==> config.mk <==
export PLATFORM = sky130hd
export DESIGN_NAME = sjis_glyph_address_stream_core
export DESIGN_NICKNAME = d
export VERILOG_FILES = /design/src/design/sjis_pkg.sv /design/src/design/sjis_glyph_address_stream_core.sv /design/src/design/sjis_decode.sv /design/src/design/sjis_locate.sv
export SDC_FILE = /design/constraint.sdc
export NUM_CORES = 1
export LEC_CHECK = 0
export BUFFER_PORTS_ARGS = -buffer_cell sky130_fd_sc_hd__buf_2
export CORE_MARGIN = 3
export CORE_UTILIZATION = 63
export CTS_CLUSTER_SIZE = 8
export DETAILED_ROUTE_END_ITERATION = 12
export GPL_ROUTABILITY_DRIVEN = 0
export PLACE_DENSITY = 0.82
export SLEW_MARGIN = 10
export SYNTH_ARGS = -nofsm -noshare
export SYNTH_HDL_FRONTEND = slang
export SYNTH_HIERARCHICAL = 1
export SYNTH_SLANG_ARGS = --single-unit
==> constraint.sdc <==
create_clock -name clk -period 8.5 [get_ports clk]
set_clock_uncertainty 0.15 [all_clocks]
set_input_delay 0 -clock clk [delete_from_list [all_inputs] [get_ports clk]]
set_output_delay 0 -clock clk [all_outputs]
set_load 0.02 [all_outputs]
==> src/design/sjis_pkg.sv <==
// ----------------------------------------------------------------------------
// sjis_pkg
// Shared constants, range table and a helper for the Shift-JIS glyph address
// stream.
// ----------------------------------------------------------------------------
package sjis_pkg;

  // glyph cell geometry defaults
  localparam int unsigned CELL_WIDTH_DEFAULT      = 16;
  localparam int unsigned BYTES_PER_PIXEL_DEFAULT = 4;
  localparam int unsigned CELLS_PER_ROW           = 16;
  localparam int unsigned COL_BITS                = $clog2(CELLS_PER_ROW);

  // field widths
  localparam int unsigned BYTE_W   = 8;
  localparam int unsigned CODE_W   = 16;
  localparam int unsigned LINE_W   = 20;
  localparam int unsigned OFFSET_W = 32;
  localparam int unsigned ROW_W    = 8;
  localparam int unsigned BASE_W   = 9;
  localparam int unsigned PROD_W   = LINE_W + BASE_W;

  // codes drawn as blank cells
  localparam logic [CODE_W-1:0] HALF_SPACE = 16'h0020;
  localparam logic [CODE_W-1:0] FULL_SPACE = 16'h8140;

  // offset bias added to every glyph start
  localparam logic [OFFSET_W-1:0] START_BIAS = 32'd16;

  // code range table, later entries take priority
  localparam int unsigned RANGE_COUNT = 5;
  localparam logic [CODE_W-1:0] RANGE_FIRST [RANGE_COUNT] =
    '{16'h0020, 16'h00A0, 16'h8140, 16'h8740, 16'h8890};
  localparam logic [CODE_W-1:0] RANGE_LAST [RANGE_COUNT] =
    '{16'h00DF, 16'h00DF, 16'h84BF, 16'h879F, 16'h987F};
  localparam logic [BASE_W-1:0] RANGE_BASE [RANGE_COUNT] =
    '{9'd328, 9'd320, 9'd316, 9'd284, 9'd254};

  // lead byte ranges 0x81-0x9f and 0xe0-0xef
  function automatic logic is_lead(input logic [BYTE_W-1:0] b);
    logic [BYTE_W-1:0] t;
    t = (b ^ 8'h20) - 8'hA1;
    return t < 8'd47;
  endfunction

endpackage

==> src/design/sjis_glyph_address_stream_core.sv <==
// ----------------------------------------------------------------------------
// sjis_glyph_address_stream_core
// Shift-JIS byte stream to glyph code and font bitmap byte offset.
//
//   channel   direction  signals                                  beat
//   in        input      in_valid in_ready in_byte                one byte
//   cfg       input      cfg_valid cfg_ready line_bytes           row size
//   out       output     out_valid out_ready char_code            one glyph
//                        glyph_offset blank
//
// One byte per cycle is taken while in_ready is high; a completed code goes
// from the decode register, loaded when its last byte is accepted, through
// lookup and multiply into the result register once that register can take
// it. Lead bytes and zero bytes give no beat. Reset drops any pending lead
// and clears line_bytes. Ready of each stage follows the next one, so a
// stalled output fills both registers before in_ready falls.
// ----------------------------------------------------------------------------
module sjis_glyph_address_stream_core #(
  parameter int unsigned CELL_WIDTH      = sjis_pkg::CELL_WIDTH_DEFAULT,
  parameter int unsigned BYTES_PER_PIXEL = sjis_pkg::BYTES_PER_PIXEL_DEFAULT
) (
  input  logic                           clk,
  input  logic                           rst,
  input  logic                           cfg_valid,
  output logic                           cfg_ready,
  input  logic [sjis_pkg::LINE_W-1:0]    line_bytes,
  input  logic                           in_valid,
  output logic                           in_ready,
  input  logic [sjis_pkg::BYTE_W-1:0]    in_byte,
  output logic                           out_valid,
  input  logic                           out_ready,
  output logic [sjis_pkg::CODE_W-1:0]    char_code,
  output logic [sjis_pkg::OFFSET_W-1:0]  glyph_offset,
  output logic                           blank
);

  logic [sjis_pkg::LINE_W-1:0] line_bytes_reg;
  logic                        code_valid;
  logic                        code_ready;
  logic [sjis_pkg::CODE_W-1:0] code;

  // row size register
  assign cfg_ready = 1'b1;

  always_ff @(posedge clk) begin
    if (rst) begin
      line_bytes_reg <= '0;
    end else if (cfg_valid && cfg_ready) begin
      line_bytes_reg <= line_bytes;
    end
  end

  // byte decode stage
  sjis_decode u_decode (
    .clk        (clk),
    .rst        (rst),
    .in_valid   (in_valid),
    .in_ready   (in_ready),
    .in_byte    (in_byte),
    .code_valid (code_valid),
    .code_ready (code_ready),
    .code       (code)
  );

  // offset stage
  sjis_locate #(
    .CELL_WIDTH      (CELL_WIDTH),
    .BYTES_PER_PIXEL (BYTES_PER_PIXEL)
  ) u_locate (
    .clk          (clk),
    .rst          (rst),
    .line_bytes   (line_bytes_reg),
    .code_valid   (code_valid),
    .code_ready   (code_ready),
    .code         (code),
    .out_valid    (out_valid),
    .out_ready    (out_ready),
    .char_code    (char_code),
    .glyph_offset (glyph_offset),
    .blank        (blank)
  );

endmodule

==> src/design/sjis_decode.sv <==
// ----------------------------------------------------------------------------
// sjis_decode
// Byte stage: joins lead and trail bytes into character codes and registers
// each completed code.
// ----------------------------------------------------------------------------
module sjis_decode (
  input  logic                         clk,
  input  logic                         rst,
  input  logic                         in_valid,
  output logic                         in_ready,
  input  logic [sjis_pkg::BYTE_W-1:0]  in_byte,
  output logic                         code_valid,
  input  logic                         code_ready,
  output logic [sjis_pkg::CODE_W-1:0]  code
);

  logic                        lead_pending;
  logic [sjis_pkg::BYTE_W-1:0] held_lead;
  logic                        accept;
  logic                        produce;
  logic [sjis_pkg::CODE_W-1:0] code_next;

  // stage can take a beat when empty or draining
  assign in_ready = !code_valid || code_ready;
  assign accept   = in_valid && in_ready;

  // code assembly
  always_comb begin
    produce   = 1'b0;
    code_next = {{(sjis_pkg::CODE_W-sjis_pkg::BYTE_W){1'b0}}, in_byte};
    if (in_byte != '0) begin
      if (lead_pending) begin
        produce   = 1'b1;
        code_next = {held_lead, in_byte};
      end else if (!sjis_pkg::is_lead(in_byte)) begin
        produce = 1'b1;
      end
    end
  end

  // lead state
  always_ff @(posedge clk) begin
    if (rst) begin
      lead_pending <= 1'b0;
      held_lead    <= '0;
    end else if (accept) begin
      if (in_byte == '0 || lead_pending) begin
        lead_pending <= 1'b0;
        held_lead    <= '0;
      end else if (sjis_pkg::is_lead(in_byte)) begin
        lead_pending <= 1'b1;
        held_lead    <= in_byte;
      end
    end
  end

  // code register
  always_ff @(posedge clk) begin
    if (rst) begin
      code_valid <= 1'b0;
    end else begin
      code_valid <= (code_valid && !code_ready) || (accept && produce);
    end
  end

  always_ff @(posedge clk) begin
    if (accept && produce) begin
      code <= code_next;
    end
  end

endmodule

==> src/design/sjis_locate.sv <==
// ----------------------------------------------------------------------------
// sjis_locate
// Result stage: range lookup, row and column terms and the glyph offset,
// held in the output register.
// ----------------------------------------------------------------------------
module sjis_locate #(
  parameter int unsigned CELL_WIDTH      = sjis_pkg::CELL_WIDTH_DEFAULT,
  parameter int unsigned BYTES_PER_PIXEL = sjis_pkg::BYTES_PER_PIXEL_DEFAULT
) (
  input  logic                           clk,
  input  logic                           rst,
  input  logic [sjis_pkg::LINE_W-1:0]    line_bytes,
  input  logic                           code_valid,
  output logic                           code_ready,
  input  logic [sjis_pkg::CODE_W-1:0]    code,
  output logic                           out_valid,
  input  logic                           out_ready,
  output logic [sjis_pkg::CODE_W-1:0]    char_code,
  output logic [sjis_pkg::OFFSET_W-1:0]  glyph_offset,
  output logic                           blank
);

  localparam int unsigned CELL_BYTES = CELL_WIDTH * BYTES_PER_PIXEL;

  logic                            accept;
  logic                            found;
  logic [sjis_pkg::CODE_W-1:0]     diff;
  logic [sjis_pkg::BASE_W-1:0]     rows_left;
  logic [sjis_pkg::COL_BITS-1:0]   col;
  logic [sjis_pkg::COL_BITS:0]     cols_left;
  logic [sjis_pkg::PROD_W-1:0]     row_prod;
  logic [sjis_pkg::OFFSET_W-1:0]   col_term;
  logic                            blank_next;
  logic [sjis_pkg::OFFSET_W-1:0]   offset_next;

  assign code_ready = !out_valid || out_ready;
  assign accept     = code_valid && code_ready;

  // range lookup, last matching entry wins
  always_comb begin
    found     = 1'b0;
    rows_left = '0;
    col       = '0;
    diff      = '0;
    for (int i = 0; i < sjis_pkg::RANGE_COUNT; i++) begin
      if (code >= sjis_pkg::RANGE_FIRST[i] && code <= sjis_pkg::RANGE_LAST[i]) begin
        found     = 1'b1;
        diff      = code - sjis_pkg::RANGE_FIRST[i];
        rows_left = sjis_pkg::RANGE_BASE[i]
                  - sjis_pkg::BASE_W'(diff[sjis_pkg::COL_BITS +: sjis_pkg::ROW_W]);
        col       = diff[sjis_pkg::COL_BITS-1:0];
      end
    end
  end

  // offset = line_bytes * (base - row) + bias - (cells - col) * cell bytes
  always_comb begin
    cols_left   = (sjis_pkg::COL_BITS+1)'(sjis_pkg::CELLS_PER_ROW)
                - {1'b0, col};
    row_prod    = sjis_pkg::PROD_W'(line_bytes) * sjis_pkg::PROD_W'(rows_left);
    col_term    = sjis_pkg::OFFSET_W'(cols_left) * sjis_pkg::OFFSET_W'(CELL_BYTES);
    blank_next  = !found || code == sjis_pkg::HALF_SPACE || code == sjis_pkg::FULL_SPACE;
    offset_next = sjis_pkg::OFFSET_W'(row_prod) + sjis_pkg::START_BIAS - col_term;
    if (blank_next) begin
      offset_next = '0;
    end
  end

  // output register
  always_ff @(posedge clk) begin
    if (rst) begin
      out_valid <= 1'b0;
    end else begin
      out_valid <= (out_valid && !out_ready) || accept;
    end
  end

  always_ff @(posedge clk) begin
    if (accept) begin
      char_code    <= code;
      glyph_offset <= offset_next;
      blank        <= blank_next;
    end
  end

endmodule

==> results of run 1 <==
==> worst max-delay path: stages (launching register included) <==
cell      delay, ns
edfxtp_1       0.48
or4_1          0.78
o211ai_1       0.28
a32o_2         0.22
nand2_2        0.19
a21boi_1       0.22
o21ai_2        0.48
buf_4          0.29
nand2_1        0.10
fa_1           0.52
fa_1           0.52
inv_1          0.05
fa_1           0.48
inv_1          0.05
fa_1           0.51
fa_1           0.54
inv_1          0.05
ha_1           0.36
a21o_1         0.18
a21o_1         0.16
a21oi_1        0.22
o21ai_0        0.12
a21oi_1        0.33
o21ai_0        0.18
xnor2_1        0.28
nor2_4         0.05
==> worst max-delay path by stage <==
stage | endpoint | cells after the start | from
after floorplan | u_locate/glyph_offset[23] | 31 | u_decode/code[6]
after detailed placement | u_locate/glyph_offset[26] | 25 | u_decode/code[0]
after global routing | u_locate/glyph_offset[29] | 27 | u_decode/code[7]
final | u_locate/glyph_offset[26] | 25 | u_decode/code[0]
after CTS | u_locate/glyph_offset[26] | 25 | u_decode/code[0]
after global placement | u_locate/glyph_offset[26] | 25 | u_decode/code[0]
==> cells by family (layout without fill, tap and decap cells) <==
family	count (synthesis)	after routing	share of synthesized area
AND/OR/NAND/NOR	400	400	0.1851
multiplexers	21	21	0.01803
buffers and inverters	261	372	0.09295
XOR/XNOR	58	58	0.04519
other	1	2	0.0003217
adder cells (fa/ha/maj)	244	244	0.3456
flip-flops	95	95	0.2181
AO/OA/AOI/OAI	157	157	0.09467
==> metal layers <==
layer / up-vias / global-route usage / part of all wire
met1: 4381 / 0.3749 / 0.41
met5: - / 0 / 0
met2: 514 / 0.4624 / 0.46
li1: 4256 / - / -
met3: 87 / 0.07325 / 0.098
met4: 0 / 0.1081 / 0.030
==> area by class of cell <==
| class | instances | area [um2] | share of cell area |
|---|---|---|---|
| tap | 229 | 286.5 | 0.02206 |
| sequential | 95 | 2542 | 0.1957 |
| timing repair buffer | 152 | 1061 | 0.08167 |
| antenna | 1 | 2.502 | 0.0001926 |
| inverter | 204 | 765.7 | 0.05894 |
| clock inverter | 6 | 51.30 | 0.003949 |
| clock buffer | 10 | 229.0 | 0.01763 |
| multi-input combinational | 881 | 8053 | 0.6199 |
==> synth_stat cells (all sizes together) (8+ instances only) <==
master / instances / area share
nor3: 13 / 0.0060
and3: 36 / 0.019
fa: 130 / 0.22
o21ai: 34 / 0.015
dfxtp: 31 / 0.053
a21o: 12 / 0.0078
inv: 204 / 0.066
a21oi: 35 / 0.016
nand2: 150 / 0.050
nor4: 8 / 0.0048
buf: 51 / 0.025
edfxtp: 64 / 0.16
ha: 114 / 0.12
mux2i: 21 / 0.018
nand3: 17 / 0.0073
nand2b: 13 / 0.0070
xnor2: 36 / 0.029
nor2: 65 / 0.033
and2: 49 / 0.027
a31oi: 8 / 0.0043
xor2: 22 / 0.017
nor2b: 19 / 0.010
==> metrics by stage <==
| step | setup WS (ns) | hold WS, ns |
|---|---|---|
| after global placement | 0.3751 | 0.06285 |
| after detailed placement | 0.2639 | 0.06116 |
| after floorplan | 1.057 | -0.08093 |
| after global routing | 0.03684 | 0.2550 |
| after CTS | 0.2147 | 0.2124 |
| final | 0.4377 | 0.2407 |
==> what timing repair did <==
| action | in CTS | in global routing |
|---|---|---|
| setup endpoints to repair | 0 | 10 |
| endpoints found under the hold margin | 36 | 0 |
| setup buffers | 0 | 0 |
| hold buffers | 51 | 0 |
| gates resized for setup | 0 | 4 |
==> power groups by stage <==
stage	clock (mW)	sequential, mW	combinational (mW)
after floorplan	0	0.564	0.650
after global placement	0	0.560	0.799
after detailed placement	0	0.561	0.816
after CTS	0.410	0.551	0.846
after global routing	0.428	0.556	0.954
final	0.401	0.552	0.858
==> impl_results.md, run 1 <==
- Status: completed
- Drt initial violations: 761
- Leakage power: 6.032 nW
- Routed WL: 27930 um
- Post-synthesis sequential area ratio: 0.2181
- Core area: 18090 um2
- Crit end category: flip-flop
- Top FF cell, synth: edfxtp_1
- CTS Buf Count: 9
- Fin. max-slew vios: 0
- PwrDens: 139.4 nW/um2
- Worst-margin pin slew: 1.299 ns
- Largest net degree at the start of global routing: 49
- Post-route antenna net violation count: 0
- Share of cells above drive strength 1: 0.1254
- Clock buffer depth: 2
- Synth unique cells: 84
- Cells after synthesis: 1237
- Hold Path Class: input port to flip-flop
- Final instance count without filler cells: 1578
- Clock Latency Late Sink: 0.37 ns
- Syn nets: 1514
- Fin crit period: 8.062 ns
- Sw Share: 0.4096
- H-tree depth: 3
- EDFF count, synth: 64
- Fraction of registers with async set/reset: 0
- Number of flip-flops in the largest register: 31
- Synth Cell Area: 11660 um2
- Fin Setup TNS: 0 ns
- Vias per inst: 5.854
- First-pass GRT wire length: 46520 um
- Final Hold Viols: 0
- Startpoint types: flip-flop
- CTS sink count: 95
- Final instance area: 12990 um2
- Yosys warnings: 6
- Clock Power Share: 0.222
- Vias in the first global route: 9499
- Area Overhead vs Synth: 11.44%
- Worst EP arrival: 8.01 ns
- Max Cap Violations: 0
- Fillers: 1250
- Psw: 741.8 uW
- Worst Hold Depth: 2
- Final cell utilization of the core: 0.7183
- Port Buffers: 83
- Pre-antenna DRT Iters: 7
- Post-detail-place hpwl: 20310 um
- Starting Density: 0.6446
- Sequential power share: 0.305
- Critical Path RT: 8.45 ns
- Worst IR drop on VDD: 0.1400 mV
- Vias: 9238
- Die span in y: 142.0 um
- Period utilisation layout: 0.9485
- Total chip power: 1.811 mW
- Final setup viols: 0
- IO Pins: 85
- Reg2reg end: u_locate/glyph_offset[26]
- Logic pwr share: 0.474
- Cells after DPL: 1510
- Critical path class: flip-flop to flip-flop
- Total GRT Usage: 0.2865
- Most common cell after layout, fill and taps aside: inv_1
- Min-delay src: in_byte[0]
- Register bit count reported by yosys: 95
- Reg clk slew, reported paths: 0.07 ns
- Overflow after GRT: 0
- RSZ-0062 raised after global routing: no
- DR WL/cell: 17.70 um
- CTS tree: built
- Die Span X: 142.0 um
- Cell-internal power: 1.069 mW
- Hold Path End: u_decode/code[0]
- Rel. slew slack: 0.1318
- # DRC: 0
- CP Max Fanout: 12
- Post-DP Area: 12180 um2
- Cell Rows: 49
- Final net count: 1620
- Setup slack, reg-to-reg: 0.44 ns
- Initial antenna violation count: 0
- Avg Inst Size Synth: 9.424 um2
- CTS Root Cell: clkbuf_16
- Commonest cells after routing, fill and taps aside: 204 x inv_1, 147 x nand2_1, 130 x fa_1
- R2R cell count: 25
- Reg-to-Reg Start: u_decode/code[0]
- Fmax: 124.0 MHz
- Die footprint: 20170 um2
No activity file was read; power rests on OpenSTA's default activity.
==> run 2: changes to the inputs <==
Settings changed: CAP_MARGIN from default to 20.
Clock period 8.5 ns to 10.1 ns, I/O delays scaled along.
==> run 2 against run 1 <==
Via count down 1.9%. Worst setup slack better by 0.94 ns. Utilization shrank 0.49 points. Register-to-register slack improved by 0.94 ns. Largest cell class unchanged. Critical path type unchanged. Cell count decreased by 0.76%. Combinational power fell by 17%. Global-route usage decreased by 0.93 points. Sequential power decreased by 14%. Critical endpoint is now u_locate/glyph_offset[27]. Non-clock buffer count down 11. Largest power group unchanged.
==> impl_results.md, run 2 (same netlist as run 1, synthesis figures left out) <==
- CP delay by family, top: adder cells (unchanged)
- Crit end category: flip-flop (unchanged)
- Core area: 18090 um2 (unchanged)
- Cell Rows: 49 (unchanged)
- Number of flip-flops in the largest register: 31 (unchanged)
- Startpoint types: flip-flop (unchanged)
- Status: completed (unchanged)
- R2R cell count: 27 (was 25)
- Worst-margin pin slew: 1.031 ns (was 1.299 ns)
- IO Pins: 85 (unchanged)
- Post-route antenna net violation count: 0 (unchanged)
- CP max stage delay: 0.60 ns (was 0.78 ns)
- Die Span X: 142.0 um (unchanged)
- Period utilisation layout: 0.8632 (was 0.9485)
- CTS tree: built (unchanged)
- CTS Root Cell: clkbuf_16 (unchanged)
- Final net count: 1609 (was 1620)
- Most common cell after layout, fill and taps aside: inv_1 (unchanged)
- Reg clk slew, reported paths: 0.07 ns (about the same)
- Multi-input logic area: 8051 um2 (was 8053 um2)
- Commonest cells after routing, fill and taps aside: 204 x inv_1, 147 x nand2_1, 130 x fa_1 (unchanged)
- Vias per inst: 5.790 (was 5.854)
- Vias in the first global route: 9254 (was 9499)
- Worst IR drop on VDD: 0.1277 mV (was 0.1400 mV)
- Fillers: 1270 (was 1250)
- Die footprint: 20170 um2 (unchanged)
- Share of cells above drive strength 1: 0.1174 (was 0.1254)
- Clock Latency Late Sink: 0.37 ns (about the same)
- PwrDens: 117.9 nW/um2 (was 139.4 nW/um2)
- Port Buffers: 83 (unchanged)
- H-tree depth: 3 (unchanged)
- CTS sink count: 95 (unchanged)
- Reg2reg end: u_locate/glyph_offset[27] (was u_locate/glyph_offset[26])
- Area Overhead vs Synth: 10.68% (was 11.44%)
- Reg-to-Reg Start: u_decode/code[6] (was u_decode/code[0])
- Largest net degree at the start of global routing: 49 (unchanged)
- Total GRT Usage: 0.2772 (was 0.2865)
- N_diodes: 0 (was 1)
- Die span in y: 142.0 um (unchanged)
- CTS Buf Count: 9 (unchanged)
- Leakage power: 5.978 nW (was 6.032 nW)
- Overflow after GRT: 0 (unchanged)
- Register Area: 2542 um2 (unchanged)
- Drt initial violations: 654 (was 761)
- Max Cap Violations: 0 (unchanged)
- Fmax: 114.7 MHz (was 124.0 MHz)
- Final worst slack: 1.382 ns (was 0.4377 ns)
- Worst EP arrival: 8.67 ns (was 8.01 ns)
- Setup slack, reg-to-reg: 1.38 ns (was 0.44 ns)
- CP Max Fanout: 29 (was 12)
- Slowest stage cell on the critical path: or3b_4 (was or4_1)
- Final Hold Viols: 0 (unchanged)
- WP buf/inv: 4 (unchanged)
- Post-detail-place hpwl: 20430 um (was 20310 um)
- Setup slack at placement: 1.535 ns (was 0.2639 ns)
- Vias: 9067 (was 9238)
- Pre-antenna DRT Iters: 5 (was 7)
- Clock buffer depth: 2 (unchanged)
- Critical path class: flip-flop to flip-flop (unchanged)
- DR WL/cell: 17.47 um (was 17.70 um)
- # DRC: 0 (unchanged)
- Fin Setup TNS: 0 ns (unchanged)
- Initial antenna violation count: 0 (unchanged)
- Final cell utilization of the core: 0.7134 (was 0.7183)
- Fin. max-slew vios: 0 (unchanged)
- Crit path from: u_decode/code[6] (was u_decode/code[0])
- Critical path depth: 27 (was 25)
- Rel. slew slack: 0.3127 (was 0.1318)
- Worst path most repeated cell: fa_1 (unchanged)
- Min-delay src: in_byte[3] (was in_byte[0])
- Fin crit period: 8.718 ns (was 8.062 ns)
- Final setup viols: 0 (unchanged)
- Critical Path RT: 10.05 ns (was 8.45 ns)
- Critical Path End: u_locate/glyph_offset[27] (was u_locate/glyph_offset[26])
- Starting Density: 0.6446 (unchanged)
- Routed WL: 27360 um (was 27930 um)
- Hold Path Class: input port to flip-flop (unchanged)
- RSZ-0062 raised after global routing: no (unchanged)
- First-pass GRT wire length: 45330 um (was 46520 um)
-- run 2: cell types whose count changed in the layout (fill, tap and decap cells not counted), sizes merged --
cell,before,now
diode,1,0
buf,101,89
clkbuf,10,11
-- run 2: final cells by class --
type	count	share of cell area
clock inverter	6	0.003976
sequential	95	0.1971
timing repair buffer	141	0.07564
clock buffer	10	0.01775
tap	229	0.02221
multi-input combinational	881	0.6240
inverter	204	0.05935
-- run 2: how the worst min path moves through the flow --
stage | to | depth (start not counted) | slack [ns]
final | u_decode/code[3] | 2 | 0.26
after global routing | u_decode/code[1] | 2 | 0.26
after CTS | u_decode/code[3] | 2 | 0.23
after detailed placement | u_decode/code[2] | 1 | 0.06
after global placement | u_decode/code[3] | 1 | 0.06
after floorplan | u_decode/lead_pending | 1 | -0.08
-- run 2: where the power goes --
part / total (mW) / leakage, nW / switching [mW] / internal, mW
Sequential: 0.473 / 0.874 / 0.0318 / 0.441
Clock: 0.339 / 0.142 / 0.167 / 0.172
Combinational: 0.708 / 4.96 / 0.425 / 0.284
-- run 2: what timing repair did --
action / CTS / global route
hold endpoints to repair: 36 / 0
resized for setup: 0 / 0
hold buffers: 51 / 0
buffers inserted: 0 / 0
-- run 2: layer usage --
layer | GRT usage | up-vias | wire (um)
li1 | - | 4224 | -
met1 | 0.3696 | 4365 | 11760
met2 | 0.4571 | 417 | 12920
met3 | 0.06082 | 61 | 2143
met4 | 0.08384 | 0 | 532
met5 | 0 | - | 0
-- run 2: per-stage QoR --
step           power [mW]  hold slack (ns)  instance area, um2  instances
3_5_place_dp        1.159          0.06392               12110       1498
6_report            1.521           0.2610               12900       1566
5_1_grt             1.626           0.2585               12900       1566
4_1_cts             1.521           0.2274               12900       1565
3_3_place_gp        1.139          0.06312               12110       1498
2_1_floorplan       1.022         -0.08093               11660       1237
==> run 3: changes to the inputs <==
--- a/config.mk
+++ b/config.mk
@@ -13,4 +13,5 @@
 export DETAILED_ROUTE_END_ITERATION = 12
 export GPL_ROUTABILITY_DRIVEN = 0
+export MAX_ROUTING_LAYER = met4
 export PLACE_DENSITY = 0.82
 export SLEW_MARGIN = 10
==> constraint.sdc (replaced) <==
create_clock -name clk -period 8.3 [get_ports clk]
set_clock_uncertainty 0.15 [all_clocks]
set_input_delay 0 -clock clk [delete_from_list [all_inputs] [get_ports clk]]
set_output_delay 0 -clock clk [all_outputs]
set_load 0.005 [all_outputs]
==> run 3 against run 2 <==
Utilization rose by 1.1 points. Critical path depth rose by 1. Via count rose by 1.2%. Hold slack got worse by 0.26 ns. Critical endpoint unchanged. Die area did not move. Wire length rose by 1.5%. Power rose by 21%. Highest routed layer unchanged. Flip-flop and latch count did not move. Final area rose by 1.5%.
==> impl_results.md, run 3 (same netlist as run 1, synthesis figures left out) <==
- Total GRT Usage: 0.2908 (was 0.2772)
- CP max stage delay: 0.54 ns (was 0.60 ns)
- Post-route antenna net violation count: 0 (unchanged)
- Critical path class: flip-flop to flip-flop (unchanged)
- Initial antenna violation count: 0 (unchanged)
- Most common cell after layout, fill and taps aside: inv_1 (unchanged)
- Status: completed (unchanged)
- Die span in y: 142.0 um (unchanged)
- Worst path most repeated cell: fa_1 (unchanged)
- Core area: 18090 um2 (unchanged)
- Setup slack, reg-to-reg: 0.38 ns (was 1.38 ns)
- Worst-margin pin slew: 0.6917 ns (was 1.031 ns)
- Starting Density: 0.6446 (unchanged)
- Setup slack at placement: 0.1078 ns (was 1.535 ns)
- Clock buffer depth: 2 (unchanged)
- Final instance count without filler cells: 1588 (was 1566)
- Slowest stage cell on the critical path: edfxtp_1 (was or3b_4)
- Largest net degree at the start of global routing: 49 (unchanged)
- CTS tree: built (unchanged)
- Cells after DPL: 1520 (was 1498)
- Max Cap Violations: 0 (unchanged)
- CTS Buf Count: 9 (unchanged)
- Vias per inst: 5.776 (was 5.790)
- Reg clk slew, reported paths: 0.07 ns (about the same)
- IO Pins: 85 (unchanged)
- Fin. max-slew vios: 0 (unchanged)
- Fin crit period: 7.918 ns (was 8.718 ns)
- Critical Path End: u_locate/glyph_offset[27] (unchanged)
- # DRC: 0 (unchanged)
- Commonest cells after routing, fill and taps aside: 204 x inv_1, 147 x nand2_1, 130 x fa_1 (unchanged)
- Share of cells above drive strength 1: 0.1354 (was 0.1174)
- N_diodes: 0 (unchanged)
- Final worst slack: 0.3818 ns (was 1.382 ns)
- Routed WL: 27760 um (was 27360 um)
- RSZ-0062 raised after global routing: no (unchanged)
- Reg-to-Reg Start: u_decode/code[4] (was u_decode/code[6])
- Fin Setup TNS: 0 ns (unchanged)
- Vias: 9173 (was 9067)
- Fmax: 126.3 MHz (was 114.7 MHz)
- Worst EP arrival: 7.87 ns (was 8.67 ns)
- Clock Latency Late Sink: 0.36 ns (was 0.37 ns)
- Period utilisation layout: 0.9540 (was 0.8632)
- Post-detail-place hpwl: 20350 um (was 20430 um)
- Startpoint types: flip-flop (unchanged)
- Reg2reg end: u_locate/glyph_offset[27] (unchanged)
- CTS Root Cell: clkbuf_16 (unchanged)
- DR WL/cell: 17.48 um (was 17.47 um)
- CP Max Fanout: 13 (was 29)
- Rel. slew slack: 0.5389 (was 0.3127)
- Drt initial violations: 757 (was 654)
- Crit end category: flip-flop (unchanged)
- Worst IR drop on VDD: 0.1432 mV (was 0.1277 mV)
- Final net count: 1631 (was 1609)
- Cell Rows: 49 (unchanged)
- Die Span X: 142.0 um (unchanged)
- Final Hold Viols: 0 (unchanged)
- Area Overhead vs Synth: 12.31% (was 10.68%)
- Final cell utilization of the core: 0.7239 (was 0.7134)
- Number of flip-flops in the largest register: 31 (unchanged)
- Overflow after GRT: 0 (unchanged)
- Port Buffers: 83 (unchanged)
- Leakage power: 6.084 nW (was 5.978 nW)
- R2R cell count: 28 (was 27)
- Die footprint: 20170 um2 (unchanged)
- Final setup viols: 0 (unchanged)
- Vias in the first global route: 9288 (was 9254)
- CTS sink count: 95 (unchanged)
- Hold Path Class: input port to flip-flop (unchanged)
- PwrDens: 141.0 nW/um2 (was 117.9 nW/um2)
- Postcts setup bufs: 0 (unchanged)
- Fillers: 1283 (was 1270)
- Pre-antenna DRT Iters: 5 (unchanged)
- Crit path from: u_decode/code[4] (was u_decode/code[6])
- Critical Path RT: 8.25 ns (was 10.05 ns)
- H-tree depth: 3 (unchanged)
- First-pass GRT wire length: 45750 um (was 45330 um)
## run 3: cell types whose count changed in the layout (fill, tap and decap cells not counted), sizes merged
| cell | previous run | this run |
|---|---|---|
| clkinvlp | 0 | 1 |
| buf | 89 | 112 |
| dlygate4sd3 | 51 | 50 |
| inv | 209 | 207 |
| clkinv | 1 | 2 |
## run 3: report_power, final
group,total (mW),leakage (nW),switching [mW],internal [mW]
Combinational,0.872,5.07,0.515,0.357
Sequential,0.564,0.874,0.0274,0.537
Clock,0.410,0.137,0.201,0.209
## run 3: how the worst min path moves through the flow
stage	startpoint	endpoint	slack, ns	depth (start not counted)
4_1_cts	rst	u_decode/lead_pending	0.002	2
2_1_floorplan	rst	u_decode/lead_pending	-0.08	1
3_5_place_dp	in_byte[2]	u_decode/code[2]	0.06	1
3_3_place_gp	in_byte[1]	u_decode/code[1]	0.06	1
5_1_grt	rst	u_decode/lead_pending	0.05	2
6_report	rst	u_decode/lead_pending	0.001	2
## run 3: area by class of cell
cell class,count,area [um2],area share
clock buffer,10,229.0,0.01749
clock inverter,6,52.55,0.004014
inverter,204,765.7,0.05849
multi-input combinational,881,8078,0.6170
sequential,95,2542,0.1942
tap,229,286.5,0.02188
timing repair buffer,163,1139,0.08696
## run 3: through the flow
step,instance area [um2],total power [mW],hold slack (ns)
after floorplan,11660,1.228,-0.08093
after detailed placement,12260,1.407,0.06383
after global routing,13090,1.977,0.04775
final,13090,1.846,0.001232
after CTS,13040,1.837,0.001589
after global placement,12260,1.386,0.06028
## run 3: what timing repair did
item                       CTS  global route
setup endpoints to repair    0            14
resized for setup            0             9
hold buffers                50             0
hold endpoints to repair    36             0
## run 3: critical path: cells and delay by family, from the launching register on
kind	cells	cell delay, ns
simple gates	7	1.22
flops	1	0.54
fa+ha+maj	8	3.39
compound gates	6	1.35
xor+xnor	2	0.45
buf+inv	5	0.55
## run 3: layer usage
| layer | vias to the layer above | share of wire | GRT usage |
|---|---|---|---|
| li1 | 4268 | - | - |
| met3 | 90 | 0.092 | 0.06720 |
| met4 | 0 | 0.029 | 0.09848 |
| met5 | - | 0 | - |
| met1 | 4361 | 0.41 | 0.3747 |
| met2 | 454 | 0.46 | 0.4566 |
